**src/rtl/core/wsfp_pkg.sv**
```systemverilog
// package for the wheel speed frame parser
// frame layout constants, byte positions and the frame struct shared by the core modules
package wsfp_pkg;

  localparam int unsigned FrameBytes = 8;
  localparam int unsigned PosWidth   = 4;

  localparam logic [7:0]  HeaderByte       = 8'h5C;
  localparam logic [3:0]  NibbleAll        = 4'hF;
  localparam logic [7:0]  CountMax         = 8'hFF;
  localparam logic [15:0] DefaultThreshold = 16'd800;

  localparam logic [PosWidth-1:0] PosHeader  = PosWidth'(0);
  localparam logic [PosWidth-1:0] PosStatus  = PosWidth'(1);
  localparam logic [PosWidth-1:0] PosLeftHi  = PosWidth'(2);
  localparam logic [PosWidth-1:0] PosLeftLo  = PosWidth'(3);
  localparam logic [PosWidth-1:0] PosRightHi = PosWidth'(4);
  localparam logic [PosWidth-1:0] PosRightLo = PosWidth'(5);
  localparam logic [PosWidth-1:0] PosCheck   = PosWidth'(6);
  localparam logic [PosWidth-1:0] PosLast    = PosWidth'(FrameBytes - 1);

  typedef struct packed {
    logic        ack_ok;
    logic        ack_flag;
    logic        sum_ok;
    logic [15:0] left_speed;
    logic [15:0] right_speed;
    logic [15:0] mean_speed;
  } frame_t;

endpackage

```
**src/rtl/core/wsfp_if.sv**
```systemverilog
// handshake interfaces for received bytes and parsed frame results
// depends on nothing
interface wsfp_rx_if;
  logic       valid;
  logic       ready;
  logic [7:0] rx_byte;

  modport source (output valid, output rx_byte, input ready);
  modport sink (input valid, input rx_byte, output ready);
endinterface

interface wsfp_res_if;
  logic        valid;
  logic        ready;
  logic        frame_status;
  logic        ack_ok;
  logic        ack_flag;
  logic [15:0] left_speed;
  logic [15:0] right_speed;
  logic [15:0] mean_speed;
  logic        speed_drop;
  logic [7:0]  drop_count;

  modport source (
    output valid, output frame_status, output ack_ok, output ack_flag,
    output left_speed, output right_speed, output mean_speed,
    output speed_drop, output drop_count, input ready
  );
  modport sink (
    input valid, input frame_status, input ack_ok, input ack_flag,
    input left_speed, input right_speed, input mean_speed,
    input speed_drop, input drop_count, output ready
  );
endinterface

```
**src/rtl/core/wsfp_collect.sv**
```systemverilog
// byte collector: header hunt, frame assembly, checksum and mean, frame register
// depends on wsfp_pkg and wsfp_rx_if
module wsfp_collect import wsfp_pkg::*; (
  input  logic          clk_i,
  input  logic          rst_ni,
  wsfp_rx_if.sink       rx_i,
  output logic          frm_valid_o,
  input  logic          frm_ready_i,
  output frame_t        frm_o
);

  logic [PosWidth-1:0] pos_q, pos_d;
  logic [7:0]          stat_q, stat_d;
  logic [15:0]         left_q, left_d;
  logic [15:0]         right_q, right_d;
  logic [7:0]          sum_q, sum_d;
  logic                frm_valid_q, frm_valid_d;
  frame_t              frm_q, frm_d;
  logic                accept;
  logic [16:0]         lr_sum;
  logic [16:0]         lr_adj;

  assign rx_i.ready = !frm_valid_q || frm_ready_i;
  assign accept     = rx_i.valid && rx_i.ready;

  assign lr_sum = {left_q[15], left_q} + {right_q[15], right_q};
  assign lr_adj = lr_sum + {16'b0, lr_sum[16]};

  always_comb begin
    pos_d       = pos_q;
    stat_d      = stat_q;
    left_d      = left_q;
    right_d     = right_q;
    sum_d       = sum_q;
    frm_valid_d = frm_ready_i ? 1'b0 : frm_valid_q;
    frm_d       = frm_q;
    if (accept) begin
      case (pos_q)
        PosHeader: ;
        PosStatus: begin
          stat_d = rx_i.rx_byte;
          sum_d  = '0;
        end
        PosLeftHi: begin
          left_d[15:8] = rx_i.rx_byte;
          sum_d        = sum_q + rx_i.rx_byte;
        end
        PosLeftLo: begin
          left_d[7:0] = rx_i.rx_byte;
          sum_d       = sum_q + rx_i.rx_byte;
        end
        PosRightHi: begin
          right_d[15:8] = rx_i.rx_byte;
          sum_d         = sum_q + rx_i.rx_byte;
        end
        PosRightLo: begin
          right_d[7:0] = rx_i.rx_byte;
          sum_d        = sum_q + rx_i.rx_byte;
        end
        PosCheck: begin
          frm_valid_d       = 1'b1;
          frm_d.ack_ok      = (stat_q[7:4] == NibbleAll);
          frm_d.ack_flag    = (stat_q[3:0] == NibbleAll);
          frm_d.sum_ok      = (sum_q == rx_i.rx_byte);
          frm_d.left_speed  = left_q;
          frm_d.right_speed = right_q;
          frm_d.mean_speed  = lr_adj[16:1];
        end
        default: ;
      endcase
      if (pos_q == PosHeader) begin
        if (rx_i.rx_byte == HeaderByte) begin
          pos_d = PosStatus;
        end
      end else if (pos_q >= PosCheck && pos_q >= PosLast) begin
        pos_d = PosHeader;
      end else begin
        pos_d = pos_q + PosWidth'(1);
      end
    end
  end

  always_ff @(posedge clk_i or negedge rst_ni) begin
    if (!rst_ni) begin
      pos_q       <= PosHeader;
      frm_valid_q <= 1'b0;
    end else begin
      pos_q       <= pos_d;
      frm_valid_q <= frm_valid_d;
    end
  end

  always_ff @(posedge clk_i) begin
    stat_q  <= stat_d;
    left_q  <= left_d;
    right_q <= right_d;
    sum_q   <= sum_d;
    frm_q   <= frm_d;
  end

  assign frm_valid_o = frm_valid_q;
  assign frm_o       = frm_q;

endmodule

```
**src/rtl/core/wsfp_track.sv**
```systemverilog
// drop tracker: threshold register, previous mean, drop counter and result register
// depends on wsfp_pkg and wsfp_res_if
module wsfp_track import wsfp_pkg::*; (
  input  logic          clk_i,
  input  logic          rst_ni,
  input  logic          cfg_we_i,
  input  logic [15:0]   cfg_wdata_i,
  input  logic          frm_valid_i,
  output logic          frm_ready_o,
  input  frame_t        frm_i,
  wsfp_res_if.source    res_o
);

  logic [15:0] thr_q, thr_d;
  logic [15:0] prev_q, prev_d;
  logic [7:0]  cnt_q, cnt_d;
  logic        res_valid_q, res_valid_d;
  logic        status_q, status_d;
  logic        ack_ok_q, ack_ok_d;
  logic        ack_flag_q, ack_flag_d;
  logic [15:0] left_q, left_d;
  logic [15:0] right_q, right_d;
  logic [15:0] mean_q, mean_d;
  logic        drop_q, drop_d;
  logic [7:0]  count_q, count_d;
  logic        take;
  logic [17:0] diff;
  logic        drop;

  assign frm_ready_o = !res_valid_q || res_o.ready;
  assign take        = frm_valid_i && frm_ready_o;

  assign diff = {prev_q[15], prev_q[15], prev_q}
              - {frm_i.mean_speed[15], frm_i.mean_speed[15], frm_i.mean_speed};
  assign drop = $signed(diff) > $signed({2'b00, thr_q});

  always_comb begin
    thr_d       = cfg_we_i ? cfg_wdata_i : thr_q;
    prev_d      = prev_q;
    cnt_d       = cnt_q;
    res_valid_d = res_o.ready ? 1'b0 : res_valid_q;
    status_d    = status_q;
    ack_ok_d    = ack_ok_q;
    ack_flag_d  = ack_flag_q;
    left_d      = left_q;
    right_d     = right_q;
    mean_d      = mean_q;
    drop_d      = drop_q;
    count_d     = count_q;
    if (take) begin
      res_valid_d = 1'b1;
      ack_ok_d    = frm_i.ack_ok;
      ack_flag_d  = frm_i.ack_flag;
      if (frm_i.sum_ok) begin
        if (drop) begin
          cnt_d = (cnt_q == CountMax) ? cnt_q : cnt_q + 8'd1;
        end else begin
          cnt_d = '0;
        end
        prev_d   = frm_i.mean_speed;
        status_d = 1'b0;
        left_d   = frm_i.left_speed;
        right_d  = frm_i.right_speed;
        mean_d   = frm_i.mean_speed;
        drop_d   = drop;
        count_d  = cnt_d;
      end else begin
        status_d = 1'b1;
        left_d   = '0;
        right_d  = '0;
        mean_d   = '0;
        drop_d   = 1'b0;
        count_d  = cnt_q;
      end
    end
  end

  always_ff @(posedge clk_i or negedge rst_ni) begin
    if (!rst_ni) begin
      thr_q       <= DefaultThreshold;
      prev_q      <= '0;
      cnt_q       <= '0;
      res_valid_q <= 1'b0;
    end else begin
      thr_q       <= thr_d;
      prev_q      <= prev_d;
      cnt_q       <= cnt_d;
      res_valid_q <= res_valid_d;
    end
  end

  always_ff @(posedge clk_i) begin
    status_q   <= status_d;
    ack_ok_q   <= ack_ok_d;
    ack_flag_q <= ack_flag_d;
    left_q     <= left_d;
    right_q    <= right_d;
    mean_q     <= mean_d;
    drop_q     <= drop_d;
    count_q    <= count_d;
  end

  assign res_o.valid        = res_valid_q;
  assign res_o.frame_status = status_q;
  assign res_o.ack_ok       = ack_ok_q;
  assign res_o.ack_flag     = ack_flag_q;
  assign res_o.left_speed   = left_q;
  assign res_o.right_speed  = right_q;
  assign res_o.mean_speed   = mean_q;
  assign res_o.speed_drop   = drop_q;
  assign res_o.drop_count   = count_q;

endmodule

```
**src/rtl/core/wheel_speed_frame_parser.sv**
```systemverilog
// wheel speed frame parser top level: byte collector feeding the drop tracker
// depends on wsfp_pkg, wsfp_rx_if, wsfp_res_if, wsfp_collect and wsfp_track
// takes one byte per cycle unless a full frame register holds back the byte input; the
// checksum byte's transaction loads the frame register, which passes to the result register once taken
// a stalled result holds the frame register, which then holds back the byte input
// reset clears position, drop counter and previous mean and loads a threshold of 800
module wheel_speed_frame_parser import wsfp_pkg::*; (
  input  logic        clk_i,
  input  logic        rst_ni,
  input  logic        cfg_we_i,
  input  logic [15:0] cfg_wdata_i,
  wsfp_rx_if.sink     rx_i,
  wsfp_res_if.source  res_o
);

  logic   frm_valid;
  logic   frm_ready;
  frame_t frm;

  wsfp_collect u_collect (
    .clk_i       (clk_i),
    .rst_ni      (rst_ni),
    .rx_i        (rx_i),
    .frm_valid_o (frm_valid),
    .frm_ready_i (frm_ready),
    .frm_o       (frm)
  );

  wsfp_track u_track (
    .clk_i       (clk_i),
    .rst_ni      (rst_ni),
    .cfg_we_i    (cfg_we_i),
    .cfg_wdata_i (cfg_wdata_i),
    .frm_valid_i (frm_valid),
    .frm_ready_o (frm_ready),
    .frm_i       (frm),
    .res_o       (res_o)
  );

  a_frame_to_result: assert property (@(posedge clk_i) disable iff (!rst_ni)
    frm_valid && frm_ready |=> res_o.valid)
    else $error("frame transaction did not load the result register");

  a_fail_zero: assert property (@(posedge clk_i) disable iff (!rst_ni)
    res_o.valid && res_o.frame_status |->
      res_o.left_speed == '0 && res_o.right_speed == '0 &&
      res_o.mean_speed == '0 && !res_o.speed_drop)
    else $error("checksum failure carries nonzero fields");

  a_drop_counts: assert property (@(posedge clk_i) disable iff (!rst_ni)
    res_o.valid && res_o.speed_drop |-> res_o.drop_count != '0)
    else $error("speed drop with zero drop count");

  a_nodrop_clears: assert property (@(posedge clk_i) disable iff (!rst_ni)
    res_o.valid && !res_o.frame_status && !res_o.speed_drop |-> res_o.drop_count == '0)
    else $error("good frame without drop kept a drop count");

endmodule
```
**src/flat_wrapper.sv**
```systemverilog
// flat-port wrapper written by rule: the top's interface ports become plain ports
module wheel_speed_frame_parser_flat import wsfp_pkg::*;
  (clk_i, rst_ni, cfg_we_i, cfg_wdata_i, rx_i_valid, rx_i_rx_byte, rx_i_ready, res_o_valid, res_o_frame_status, res_o_ack_ok, res_o_ack_flag, res_o_left_speed, res_o_right_speed, res_o_mean_speed, res_o_speed_drop, res_o_drop_count, res_o_ready);
  wsfp_rx_if rx_i_i ();
  wsfp_res_if res_o_i ();
  input  logic clk_i;
  input  logic rst_ni;
  input  logic cfg_we_i;
  input  logic [15:0] cfg_wdata_i;
  input wire logic [$bits(rx_i_i.valid)-1:0] rx_i_valid;
  input wire logic [$bits(rx_i_i.rx_byte)-1:0] rx_i_rx_byte;
  output wire logic [$bits(rx_i_i.ready)-1:0] rx_i_ready;
  output wire logic [$bits(res_o_i.valid)-1:0] res_o_valid;
  output wire logic [$bits(res_o_i.frame_status)-1:0] res_o_frame_status;
  output wire logic [$bits(res_o_i.ack_ok)-1:0] res_o_ack_ok;
  output wire logic [$bits(res_o_i.ack_flag)-1:0] res_o_ack_flag;
  output wire logic [$bits(res_o_i.left_speed)-1:0] res_o_left_speed;
  output wire logic [$bits(res_o_i.right_speed)-1:0] res_o_right_speed;
  output wire logic [$bits(res_o_i.mean_speed)-1:0] res_o_mean_speed;
  output wire logic [$bits(res_o_i.speed_drop)-1:0] res_o_speed_drop;
  output wire logic [$bits(res_o_i.drop_count)-1:0] res_o_drop_count;
  input wire logic [$bits(res_o_i.ready)-1:0] res_o_ready;
  assign rx_i_i.valid = rx_i_valid;
  assign rx_i_i.rx_byte = rx_i_rx_byte;
  assign rx_i_ready = rx_i_i.ready;
  assign res_o_valid = res_o_i.valid;
  assign res_o_frame_status = res_o_i.frame_status;
  assign res_o_ack_ok = res_o_i.ack_ok;
  assign res_o_ack_flag = res_o_i.ack_flag;
  assign res_o_left_speed = res_o_i.left_speed;
  assign res_o_right_speed = res_o_i.right_speed;
  assign res_o_mean_speed = res_o_i.mean_speed;
  assign res_o_speed_drop = res_o_i.speed_drop;
  assign res_o_drop_count = res_o_i.drop_count;
  assign res_o_i.ready = res_o_ready;
  wheel_speed_frame_parser u_core (.clk_i(clk_i), .rst_ni(rst_ni), .cfg_we_i(cfg_we_i), .cfg_wdata_i(cfg_wdata_i), .rx_i(rx_i_i), .res_o(res_o_i));
endmodule
```
**config.mk**
```make
export PLATFORM = sky130hd
export DESIGN_NAME = wheel_speed_frame_parser_flat
export DESIGN_NICKNAME = d
export VERILOG_FILES = /design/src/rtl/core/wsfp_pkg.sv /design/src/rtl/core/wsfp_if.sv /design/src/rtl/core/wsfp_collect.sv /design/src/rtl/core/wsfp_track.sv /design/src/rtl/core/wheel_speed_frame_parser.sv /design/src/flat_wrapper.sv
export SDC_FILE = /design/constraint.sdc
export NUM_CORES = 1
export LEC_CHECK = 0
export BUFFER_PORTS_ARGS = -buffer_cell sky130_fd_sc_hd__clkbuf_2
export CAP_MARGIN = 20
export CORE_ASPECT_RATIO = 1.25
export CORE_UTILIZATION = 64
export CTS_CLUSTER_SIZE = 8
export DETAILED_ROUTE_END_ITERATION = 8
export GPL_TIMING_DRIVEN = 1
export PLACE_DENSITY = 0.84
export RECOVER_POWER = 50
export SLEW_MARGIN = 40
export SYNTH_ARGS = -nofsm -noshare
export SYNTH_HDL_FRONTEND = slang
export SYNTH_HIERARCHICAL = 1
export SYNTH_SLANG_ARGS = --single-unit
```
**constraint.sdc**
```tcl
create_clock -name clk_i -period 7.8 [get_ports clk_i]
set_input_delay 0.78 -clock clk_i [delete_from_list [all_inputs] [get_ports clk_i]]
set_output_delay 0.78 -clock clk_i [all_outputs]
set_load 0.02 [all_outputs]
```
==> metrics.cfg, run 1 <==
[clock_network]
clkLatencyLatePin_ps = 520
cts.repair.resized = 0
h-tree-depth = 1
clkSinkCount = 205
cts.clk_slew.worst_paths_ps = 50
cts_hold_buf = 0
cts_tree = built
cts_buffers = 29
cts_setup_buffers = 0
clock_path_buffers = 3
cts_root_buf = clkbuf_16

[synthesis]
synth-main-ff-cell = edfxtp_1
ys_warn_count = 6
syn_area_per_cell_um2 = 12.2
syn_area_um2 = 9750
synthMuxAreaShare_pct = 0.346
synthesis.nets = 893
synthSimpleGateAreaFrac_pct = 12.7
synth_top_family_by_area = simple AND/OR/NAND/NOR gates
seq_area_frac_synth_pct = 60.8
synth_fa_ha_area_share_pct = 8.32
ys_ff_latch = 205
ys_types = 68
synth-compound-area-share_pct = 10.3
synthXorXnorAreaFrac_pct = 4.04
synthCells = 801
async_reset_ff_share_pct = 22.4
synth-edff-count = 159

[sta]
setup_viol = 0
skew_ps = 5.96
slew_viol_final = 165
slew_headroom_pct = -150
rsz0062_at_grt = false
setup_slack_ps = 3700
period_share_pct = 52.5
hold_viol = 0
layout_min_cycle_time_ps = 4100
clock.fmax_mhz = 244
tightest_slew_ps = 3750
setup_tns_ps = 0

[die]
dieArea_um2 = 15700
start_util_pct = 65.2
die_h_um = 140
io_pins = 91
rows = 50
die_w_um = 112
fp.coreArea_um2 = 15000

[critical_path]
timing.rr.end = u_core/u_track/cnt_q[3]
cpMostUsedCell = a31oi_1
r2r_start = u_core/u_track/res_o.valid
r2r_setup_slack_ps = 3700
rr_worst_depth = 6
cp_cell_sequence = nand2b_1, nand2_1, inv_1, clkbuf_1, a31oi_1, a31oi_1
critical_path_class = reg2reg
endpoint = u_core/u_track/cnt_q[3]
crit_slowest_cell = clkbuf_1
crit_path_start_kind = register
cp-startpoint = u_core/u_track/res_o.valid
critPathCaptureType = register
crit_required_ps = 8200
crit_path_max_fanout = 70
critPathArrivalTime_ps = 4500
max_stage_delay_ps = 2650

[grt]
grt_pass1_vias = 6441
grt_pass1_wl_um = 30500
grt_max_degree = 71
antenna_found_initial = 0
track_usage_pct = 24.7
gr-total-overflow = 0

[run_status]
status = complete, but fails checks
violations = max-capacitance violations, max-slew violations

[final_layout]
fillCellCount = 963
nets = 999
diodes = 0
drive_gt1_share_pct = 14.5
synthToLayoutAreaGrowth_pct = 14.3
final_cells = 1112
final_util_pct = 74.5
final_area_um2 = 11100

[power_and_ir_drop]
power.internal_mw = 2.56
power_switching_mw = 1.23
p_sw_share_pct = 32.4
pwr-share-clk_pct = 29.5
share_seq_of_total_power_pct = 39.0
max-vdd-ir-drop_mv = 0.326
p_leak_nw = 4.51
combPwrFrac_pct = 31.6
power_density_nw_per_um2 = 340

[hold_path]
hold_path_class = reg2reg

[flow_run]
maxCapViolations = 3

[placement]
numPlacedInstances = 1058
post-place-ws_ps = 3940
finalWeightedCongestion = 0.946
placed_area_um2 = 10300
port_buffers = 90
dp_hpwl_um = 12700

[route]
firstDrtPassIters = 5
vias_per_cell = 5.72
wl_per_cell_um = 16.9
drc = 0
antenna_left = 0
drtIter0Drc = 422
num_vias = 6356
wl_um = 18800

-- synth_stat cells, types with 3 or more instances --
cell type	n	area share [%]
o21a_1	6	0.46
a31oi_1	11	0.71
buf_6	3	0.35
a21o_1	8	0.62
nand3_1	23	1.2
nand4_1	4	0.26
mux2_2	3	0.35
xnor2_1	26	2.3
a22o_1	3	0.27
o31ai_1	3	0.23
o211ai_1	5	0.39
dfstp_2	3	0.81
clkbuf_1	11	0.42
fa_1	3	0.62
o21ai_0	56	2.9
a211oi_1	3	0.23
and3_1	3	0.19
nand2b_1	12	0.77
a21oi_1	42	2.2
nor4_1	4	0.26
edfxtp_1	159	49
and2_1	38	2.4
nor2b_1	3	0.19
xor2_1	19	1.7
nand2_1	62	2.4
nor2_1	64	2.5
o21bai_1	5	0.39
dfrtp_1	43	11
nor3_1	14	0.72
ha_1	60	7.7
inv_1	56	2.2
-- cells by family (layout without fill, tap and decap cells) --
family,after synthesis,count (layout)
xor gates and xnor gates,45,45
buffers and inverters,76,205
muxes,3,3
and+or+nand+nor,248,248
AOI/OAI and AO/OA,161,161
adders and majority gates,63,63
DFF,205,205
-- critical path: cells and delay by family, from the launching register on --
family / cells / cell delay [ps]
compound gates: 2 / 580
buf+inv: 2 / 2760
flops: 1 / 380
simple gates: 2 / 260
-- worst min-delay path by stage --
stage / startpoint / cells after the start / to / slack (ps)
finish: u_core/u_collect/frm_o[49] / 0 / u_core/u_track/res_o.ack_flag / 420
CTS: rst_ni / 2 / u_core/u_track/thr_q[3] / 380
detailed placement: u_core/u_collect/frm_o[49] / 0 / u_core/u_track/res_o.ack_flag / 420
global route: u_core/u_collect/frm_o[49] / 0 / u_core/u_track/res_o.ack_flag / 430
floorplan: u_core/u_collect/frm_o[49] / 0 / u_core/u_track/res_o.ack_flag / 400
global placement: u_core/u_collect/frm_o[49] / 0 / u_core/u_track/res_o.ack_flag / 400
-- registers in the layout, indices dropped and copies added, names as in the netlist --
signal                             count
u_core/u_collect/frm_o                51
u_core/u_collect/left_q               16
u_core/u_collect/right_q              16
u_core/u_track/prev_q                 16
u_core/u_track/res_o.left_speed       16
u_core/u_track/res_o.mean_speed       16
u_core/u_track/res_o.right_speed      16
u_core/u_track/thr_q                  16
u_core/u_collect/stat_q                8
u_core/u_collect/sum_q                 8
u_core/u_track/cnt_q                   8
u_core/u_track/res_o.drop_count        8
u_core/u_collect/pos_q                 4
u_core/u_collect/frm_valid_o           1
u_core/u_track/res_o.ack_flag          1
u_core/u_track/res_o.ack_ok            1
u_core/u_track/res_o.frame_status      1
u_core/u_track/res_o.speed_drop        1
u_core/u_track/res_o.valid             1
-- cell type report --
cell class	instances	area, um2	area share, %
Inverter	57	216	1.94
Multi-Input combinational cell	520	3490	31.3
Clock buffer	52	812	7.29
Clock inverter	2	13.8	0.124
Sequential cell	205	5930	53.2
Tap cell	182	228	2.04
Timing Repair Buffer	94	454	4.08
-- cell usage in the layout (no fill, tap or decap), types with 3 or more instances in the layout --
| cell | netlist | layout |
|---|---|---|
| ha_1 | 60 | 60 |
| xnor2_1 | 26 | 26 |
| nand2_1 | 62 | 62 |
| o211ai_1 | 5 | 5 |
| and2_0 | 0 | 28 |
| clkbuf_2 | 1 | 81 |
| inv_1 | 56 | 55 |
| nor3_1 | 14 | 14 |
| nor2b_1 | 3 | 3 |
| o21a_1 | 6 | 6 |
| and3_1 | 3 | 3 |
| a21o_1 | 8 | 8 |
| nor2_1 | 64 | 64 |
| dfrtp_1 | 43 | 43 |
| nand4_1 | 4 | 4 |
| nor4_1 | 4 | 4 |
| fa_1 | 3 | 3 |
| a31oi_1 | 11 | 11 |
| mux2_2 | 3 | 3 |
| o31ai_1 | 3 | 3 |
| nand3_1 | 23 | 23 |
| xor2_1 | 19 | 19 |
| a21oi_1 | 42 | 42 |
| a211oi_1 | 3 | 3 |
| and2_1 | 38 | 10 |
| clkbuf_1 | 11 | 36 |
| edfxtp_1 | 159 | 159 |
| o21ai_0 | 56 | 56 |
| nand2b_1 | 12 | 12 |
| clkbuf_16 | 0 | 29 |
| dfstp_2 | 3 | 3 |
| a22o_1 | 3 | 3 |
| o21bai_1 | 5 | 5 |
-- per-layer routing --
layer	up-vias	track usage [%]	routed length (um)
met2	218	45.6	9900
met3	40	4.15	996
met5	-	0	0
met1	3006	28.7	7450
li1	3092	-	-
met4	0	9.19	428
-- stage by stage --
step	hold slack, ps	power [mW]
finish	419	3.79
floorplan	400	2.41
CTS	379	3.80
global placement	403	2.62
global route	425	4.02
detailed placement	419	2.67
-- power groups by stage --
stage / Combinational, mW / Sequential [mW] / Clock, mW
after global routing: 1.34 / 1.49 / 1.18
after detailed placement: 1.17 / 1.49 / 0
after floorplan: 0.924 / 1.49 / 0
after global placement: 1.13 / 1.48 / 0
final: 1.20 / 1.48 / 1.12
after CTS: 1.19 / 1.47 / 1.14
(Power assumes the default switching activity.)
==> inputs of run 2 (changes only) <==
Settings changed: CORE_UTILIZATION 64 to 54, PLACE_DENSITY 0.84 to 0.75.
Clock period 7.8 ns to 3.5 ns, I/O delays scaled along.
==> metrics.cfg, run 2 (synthesis results as in run 1) <==
[run_status]
status = complete, but fails checks  ; unchanged
violations = max-capacitance violations, max-slew violations, negative setup slack  ; was max-capacitance violations, max-slew violations

[hold_path]
hold_start = cfg_wdata_i[7]  ; was u_core/u_collect/frm_o[49]
whs_path_depth = 3  ; was 0
hold_path_class = in2reg  ; was reg2reg
holdPathEnd = u_core/u_track/thr_q[7]  ; was u_core/u_track/res_o.ack_flag

[critical_path]
r2r_start = u_core/u_collect/frm_o[0]  ; was u_core/u_track/res_o.valid
critPathArrivalTime_ps = 3970  ; was 4500 ps
crit_path_max_fanout = 5  ; was 70
cpMostUsedCell = a21oi_1  ; was a31oi_1
crit_required_ps = 3760  ; was 8200 ps
crit_path_start_kind = register  ; unchanged
r2r_setup_slack_ps = -200  ; was 3700 ps
crit_slowest_cell = edfxtp_1  ; was clkbuf_1
crit_family = compound AO/OA/AOI/OAI gates  ; was buffers and inverters
max_stage_delay_ps = 430  ; was 2650 ps
rr_worst_depth = 16  ; was 6
cp_cell_sequence = ha_4, fa_2, and2b_1, o211ai_1, a21o_2, nand4b_1, a31o_2, a21oi_2, xnor2_1, ha_1, a21o_1, a221oi_2, nand3_2, o211a_4, a21oi_1, a21oi_1  ; was nand2b_1, nand2_1, inv_1, clkbuf_1, a31oi_1, a31oi_1
timing.rr.end = u_core/u_track/res_o.drop_count[2]  ; was u_core/u_track/cnt_q[3]
critical_path_class = reg2reg  ; unchanged
cp-startpoint = u_core/u_collect/frm_o[0]  ; was u_core/u_track/res_o.valid
path_buf_inv = 0  ; was 2
critPathCaptureType = register  ; unchanged

[sta]
rsz0062_at_grt = true  ; was false
tightest_slew_ps = 1560  ; was 3750 ps
holdWs_ps = 38.8  ; was 419 ps
hold_viol = 0  ; unchanged
skew_ps = 8.51  ; was 5.96 ps
setup_viol = 16  ; was 0
period_share_pct = 106  ; was 52.5%
slew_headroom_pct = -4.08  ; was -150%
layout_min_cycle_time_ps = 3700  ; was 4100 ps
slew_viol_final = 27  ; was 165
clock.fmax_mhz = 270  ; was 244 MHz
setup_slack_ps = -204  ; was 3700 ps

[route]
antenna_left = 0  ; unchanged
drtIter0Drc = 378  ; was 422
drc = 0  ; unchanged
wl_per_cell_um = 16.8  ; was 16.9 um
num_vias = 6521  ; was 6356
wl_um = 20000  ; was 18800 um
firstDrtPassIters = 7  ; was 5
vias_per_cell = 5.48  ; was 5.72

[final_layout]
synthToLayoutAreaGrowth_pct = 20.0  ; was 14.3%
diodes = 0  ; unchanged
final_cell_mix = 159 x edfxtp_1, 81 x clkbuf_2, 64 x nor2_1, 62 x nand2_1, 55 x ha_1  ; was 159 x edfxtp_1, 81 x clkbuf_2, 64 x nor2_1, 62 x nand2_1, 60 x ha_1
drive_gt1_share_pct = 21.3  ; was 14.5%
mostFrequentLayoutCell = edfxtp_1  ; unchanged
nets = 1037  ; was 999
largest_reg_flops = 51  ; unchanged

[die]
io_pins = 91  ; unchanged
die_w_um = 122  ; was 112 um
rows = 54  ; was 50
fp.coreArea_um2 = 17600  ; was 15000 um2
start_util_pct = 55.5  ; was 65.2%
dieArea_um2 = 18600  ; was 15700 um2
die_h_um = 152  ; was 140 um

[placement]
dp_hpwl_um = 13400  ; was 12700 um
port_buffers = 90  ; unchanged
finalWeightedCongestion = 0.899  ; was 0.946

[grt]
track_usage_pct = 21.8  ; was 24.7%
gr-total-overflow = 0  ; unchanged
antenna_found_initial = 0  ; unchanged
grt_max_degree = 71  ; unchanged
grt_pass1_wl_um = 31900  ; was 30500 um
grt_pass1_vias = 6523  ; was 6441

[power_and_ir_drop]
p_leak_nw = 4.73  ; was 4.51 nW
power_density_nw_per_um2 = 773  ; was 340 nW/um2
power.total_mw = 9.04  ; was 3.79 mW
max-vdd-ir-drop_mv = 0.466  ; was 0.326 mV

[clock_network]
cts_buffers = 29  ; unchanged
clkSinkCount = 205  ; unchanged
cts_root_buf = clkbuf_16  ; unchanged
clock_path_buffers = 3  ; unchanged
cts.clk_slew.worst_paths_ps = 50  ; about the same
clkLatencyLatePin_ps = 520  ; about the same
h-tree-depth = 1  ; unchanged
cts_tree = built  ; unchanged

[flow_run]
maxCapViolations = 1  ; was 3

==> run 2: cell types whose count changed in the layout (fill, tap and decap cells not counted), moves of 4 or more <==
cell	previous run	this run
a21oi_1	42	37
a21oi_2	0	5
and2_0	28	0
and2_1	10	38
buf_4	0	36
clkbuf_1	36	31
ha_1	60	55
ha_4	0	4
inv_1	55	50
inv_2	0	6
o21ai_0	56	49
o21ai_1	0	5
==> run 2: through the flow <==
stage | setup WS (ps) | TNS (ps) | cells | util [%] | instance area, um2
global route | -388 | -5320 | 1191 | 66.6 | 11700
CTS | -172 | -1570 | 1187 | 65.8 | 11600
global placement | -117 | -658 | 1126 | 60.3 | 10600
finish | -204 | -1890 | 1191 | 66.6 | 11700
detailed placement | -273 | -2790 | 1126 | 60.3 | 10600
floorplan | 40.8 | 0 | 801 | - | 9750
==> run 2: worst max path at each step <==
stage | to | slack [ps] | cells after the start
finish | u_core/u_track/res_o.drop_count[2] | -200 | 16
global route | u_core/u_track/cnt_q[0] | -390 | 18
CTS | u_core/u_track/cnt_q[0] | -170 | 17
detailed placement | u_core/u_track/res_o.drop_count[6] | -270 | 17
global placement | u_core/u_track/res_o.drop_count[6] | -120 | 17
floorplan | u_core/u_track/res_o.drop_count[2] | 40 | 17
==> run 2: layer usage <==
| metal | GRT usage, % | vias to the layer above | routed length (um) |
|---|---|---|---|
| met1 | 26.4 | 3104 | 8170 |
| met5 | 0 | - | 0 |
| met4 | 8.07 | 0 | 530 |
| met3 | 3.03 | 46 | 902 |
| li1 | - | 3194 | - |
| met2 | 39.0 | 177 | 10400 |
==> run 2: worst min-delay path, delay by kind of cell <==
family / cells / cell delay, ps
buffers and inverters: 1 / 80
AND/OR/NAND/NOR: 1 / 40
AO/OA/AOI/OAI: 1 / 50
==> run 2: report_power, final <==
part           switching [mW]  internal [mW]  leakage [nW]
Sequential              0.204           3.10          2.02
Clock                   0.953           1.54         0.392
Combinational            1.86           1.39          2.32
==> run 2: layout make-up <==
class / instances / area [um2]
multi-input cells: 523 / 3710
flip-flops and latches: 205 / 5930
repair buffers: 129 / 742
clock buffers: 51 / 808
fillers: 1328 / 5860
inverters: 57 / 214
clock inverters: 2 / 13.8
well taps: 224 / 280
==> run 2: timing repair <==
item,in CTS,in global routing
endpoints found under the setup margin,16,17
hold endpoints to repair,25,0
gates resized for setup,19,24
buffers inserted,5,5
pin swaps,20,33
gates cloned,2,1
hold buffers,1,0
==> inputs of run 3 (changes only) <==
Clock period 3.5 ns to 3.24 ns, I/O delays scaled along.
==> metrics.cfg, run 3 (synthesis results as in run 1) <==
[hold_path]
whs_path_depth = 3  ; unchanged
hold_start = cfg_wdata_i[13]  ; was cfg_wdata_i[7]
holdPathEnd = u_core/u_track/thr_q[13]  ; was u_core/u_track/thr_q[7]
hold_path_class = in2reg  ; unchanged

[critical_path]
crit_required_ps = 3520  ; was 3760 ps
r2r_setup_slack_ps = -540  ; was -200 ps
timing.rr.end = u_core/u_track/res_o.drop_count[7]  ; was u_core/u_track/res_o.drop_count[2]
critPathCaptureType = register  ; unchanged
r2r_start = u_core/u_collect/frm_o[1]  ; was u_core/u_collect/frm_o[0]
critPathArrivalTime_ps = 4060  ; was 3970 ps
crit_path_start_kind = register  ; unchanged
critical_path_class = reg2reg  ; unchanged
rr_worst_depth = 19  ; was 16
crit_path_max_fanout = 6  ; was 5

[route]
wl_per_cell_um = 16.6  ; was 16.8 um
firstDrtPassIters = 5  ; was 7
num_vias = 6766  ; was 6521
drtIter0Drc = 550  ; was 378
drc = 0  ; unchanged
antenna_left = 0  ; unchanged
vias_per_cell = 5.46  ; was 5.48
wl_um = 20600  ; was 20000 um

[grt]
track_usage_pct = 22.1  ; was 21.8%
gr-total-overflow = 0  ; unchanged
grt_max_degree = 71  ; unchanged
antenna_found_initial = 0  ; unchanged
grt_pass1_wl_um = 32500  ; was 31900 um
grt_pass1_vias = 6772  ; was 6523

[final_layout]
seqCellArea_um2 = 5930  ; unchanged
final_area_um2 = 12100  ; was 11700 um2
drive_gt1_share_pct = 19.5  ; was 21.3%
final_cell_mix = 159 x edfxtp_1, 90 x clkbuf_1, 70 x buf_4, 64 x nor2_1, 62 x nand2_1  ; was 159 x edfxtp_1, 81 x clkbuf_2, 64 x nor2_1, 62 x nand2_1, 55 x ha_1
diodes = 0  ; unchanged
synthToLayoutAreaGrowth_pct = 23.6  ; was 20.0%
fillCellCount = 1269  ; was 1328
mostFrequentLayoutCell = edfxtp_1  ; unchanged
nets = 1084  ; was 1037
largest_reg_flops = 51  ; unchanged
multi_input_area_um2 = 3760  ; was 3710 um2

[placement]
port_buffers = 90  ; unchanged
finalWeightedCongestion = 0.954  ; was 0.899
placed_area_um2 = 10900  ; was 10600 um2
dp_hpwl_um = 13500  ; was 13400 um

[clock_network]
cts_root_buf = clkbuf_16  ; unchanged
clkSinkCount = 205  ; unchanged
clkLatencyLatePin_ps = 530  ; was 520 ps
clock_path_buffers = 3  ; unchanged
cts_buffers = 29  ; unchanged
cts.clk_slew.worst_paths_ps = 50  ; about the same
cts_tree = built  ; unchanged
h-tree-depth = 1  ; unchanged

[die]
die_w_um = 122  ; unchanged
rows = 54  ; unchanged
die_h_um = 152  ; unchanged
fp.coreArea_um2 = 17600  ; unchanged
start_util_pct = 55.5  ; unchanged
io_pins = 91  ; unchanged
dieArea_um2 = 18600  ; unchanged

[sta]
setup_slack_ps = -544  ; was -204 ps
rsz0062_at_grt = true  ; unchanged
period_share_pct = 117  ; was 106%
slew_viol_final = 0  ; was 27
setup_viol = 17  ; was 16
holdWs_ps = 17.8  ; was 38.8 ps
clock.fmax_mhz = 264  ; was 270 MHz
tightest_slew_ps = 1390  ; was 1560 ps
slew_headroom_pct = 7.39  ; was -4.08%
hold_viol = 0  ; unchanged
layout_min_cycle_time_ps = 3780  ; was 3700 ps
skew_ps = 9.61  ; was 8.51 ps

[flow_run]
maxCapViolations = 0  ; was 1

[power_and_ir_drop]
p_leak_nw = 4.80  ; was 4.73 nW
max-vdd-ir-drop_mv = 0.560  ; was 0.466 mV
power.total_mw = 10.0  ; was 9.04 mW
power_density_nw_per_um2 = 833  ; was 773 nW/um2

[run_status]
violations = negative setup slack  ; was max-capacitance violations, max-slew violations, negative setup slack
status = complete, but fails checks  ; unchanged

-- run 3: cell count changes in the layout (fill, tap and decap cells not counted), moves of 4 or more --
cell	delta
clkbuf_1	+59
clkbuf_2	-54
buf_4	+34
and2_0	+18
and2_1	-18
dlygate4sd3_1	+4
-- run 3: timing repair --
item / 4_1_cts / 5_1_grt
gates cloned: 2 / 1
endpoints found under the hold margin: 26 / 0
endpoints found under the setup margin: 18 / 21
pin swaps: 20 / 24
hold buffers: 5 / 0
resized for setup: 18 / 22
buffers inserted: 10 / 9
-- run 3: critical path, stage by stage (launching register included) --
cell and delay [ps]:
edfxtp_1 410, inv_2 100, ha_4 200, nand2b_1 120, a21oi_2 90, o41ai_2 350, o21bai_1 160, buf_4 150
buf_4 120, a21oi_1 200, xnor2_1 160, ha_1 260, nand4_1 110, buf_4 140, nor2_1 50, nor4_2 300
nand3_4 180, o211a_4 230, o211ai_1 120, o21ai_1 90
-- run 3: worst max path at each step --
| stage | slack [ps] | to | start | cells after the start |
|---|---|---|---|---|
| after floorplan | -140 | u_core/u_track/res_o.drop_count[2] | u_core/u_collect/frm_o[0] | 17 |
| after global placement | -340 | u_core/u_track/res_o.drop_count[6] | u_core/u_collect/frm_o[2] | 17 |
| after detailed placement | -510 | u_core/u_track/res_o.drop_count[6] | u_core/u_track/prev_q[0] | 18 |
| after CTS | -490 | u_core/u_track/res_o.drop_count[7] | u_core/u_collect/frm_o[4] | 16 |
| after global routing | -730 | u_core/u_track/res_o.drop_count[7] | u_core/u_track/prev_q[0] | 17 |
| final | -540 | u_core/u_track/res_o.drop_count[7] | u_core/u_collect/frm_o[1] | 19 |
-- run 3: layout make-up --
cell class,instances,area share (%)
Clock buffer,52,6.74
Sequential cell,205,49.2
Clock inverter,2,0.114
Inverter,57,1.77
Multi-Input combinational cell,523,31.2
Timing Repair Buffer,176,8.65
Tap cell,224,2.33
-- run 3: stage by stage --
| step | setup WS, ps | TNS, ps | util, % | std cells |
|---|---|---|---|---|
| 5_1_grt | -728 | -11310 | 68.6 | 1239 |
| 2_1_floorplan | -139 | -1110 | - | 801 |
| 3_5_place_dp | -512 | -6550 | 61.8 | 1157 |
| 3_3_place_gp | -338 | -4240 | 61.8 | 1157 |
| 6_report | -544 | -8030 | 68.6 | 1239 |
| 4_1_cts | -488 | -6880 | 67.8 | 1228 |
-- run 3: routing by layer --
metal | global-route usage [%] | up-vias | wire (um)
met1 | 25.8 | 3232 | 8140
met3 | 3.89 | 55 | 1120
met2 | 40.2 | 200 | 10600
met5 | 0 | - | 0
li1 | - | 3279 | -
met4 | 7.55 | 0 | 677
-- run 3: report_power, final --
part	switching [mW]	internal [mW]	total [mW]
logic	2.06	1.71	3.77
registers	0.209	3.35	3.56
clock network	1.05	1.67	2.72
total	3.33	6.72	10.0
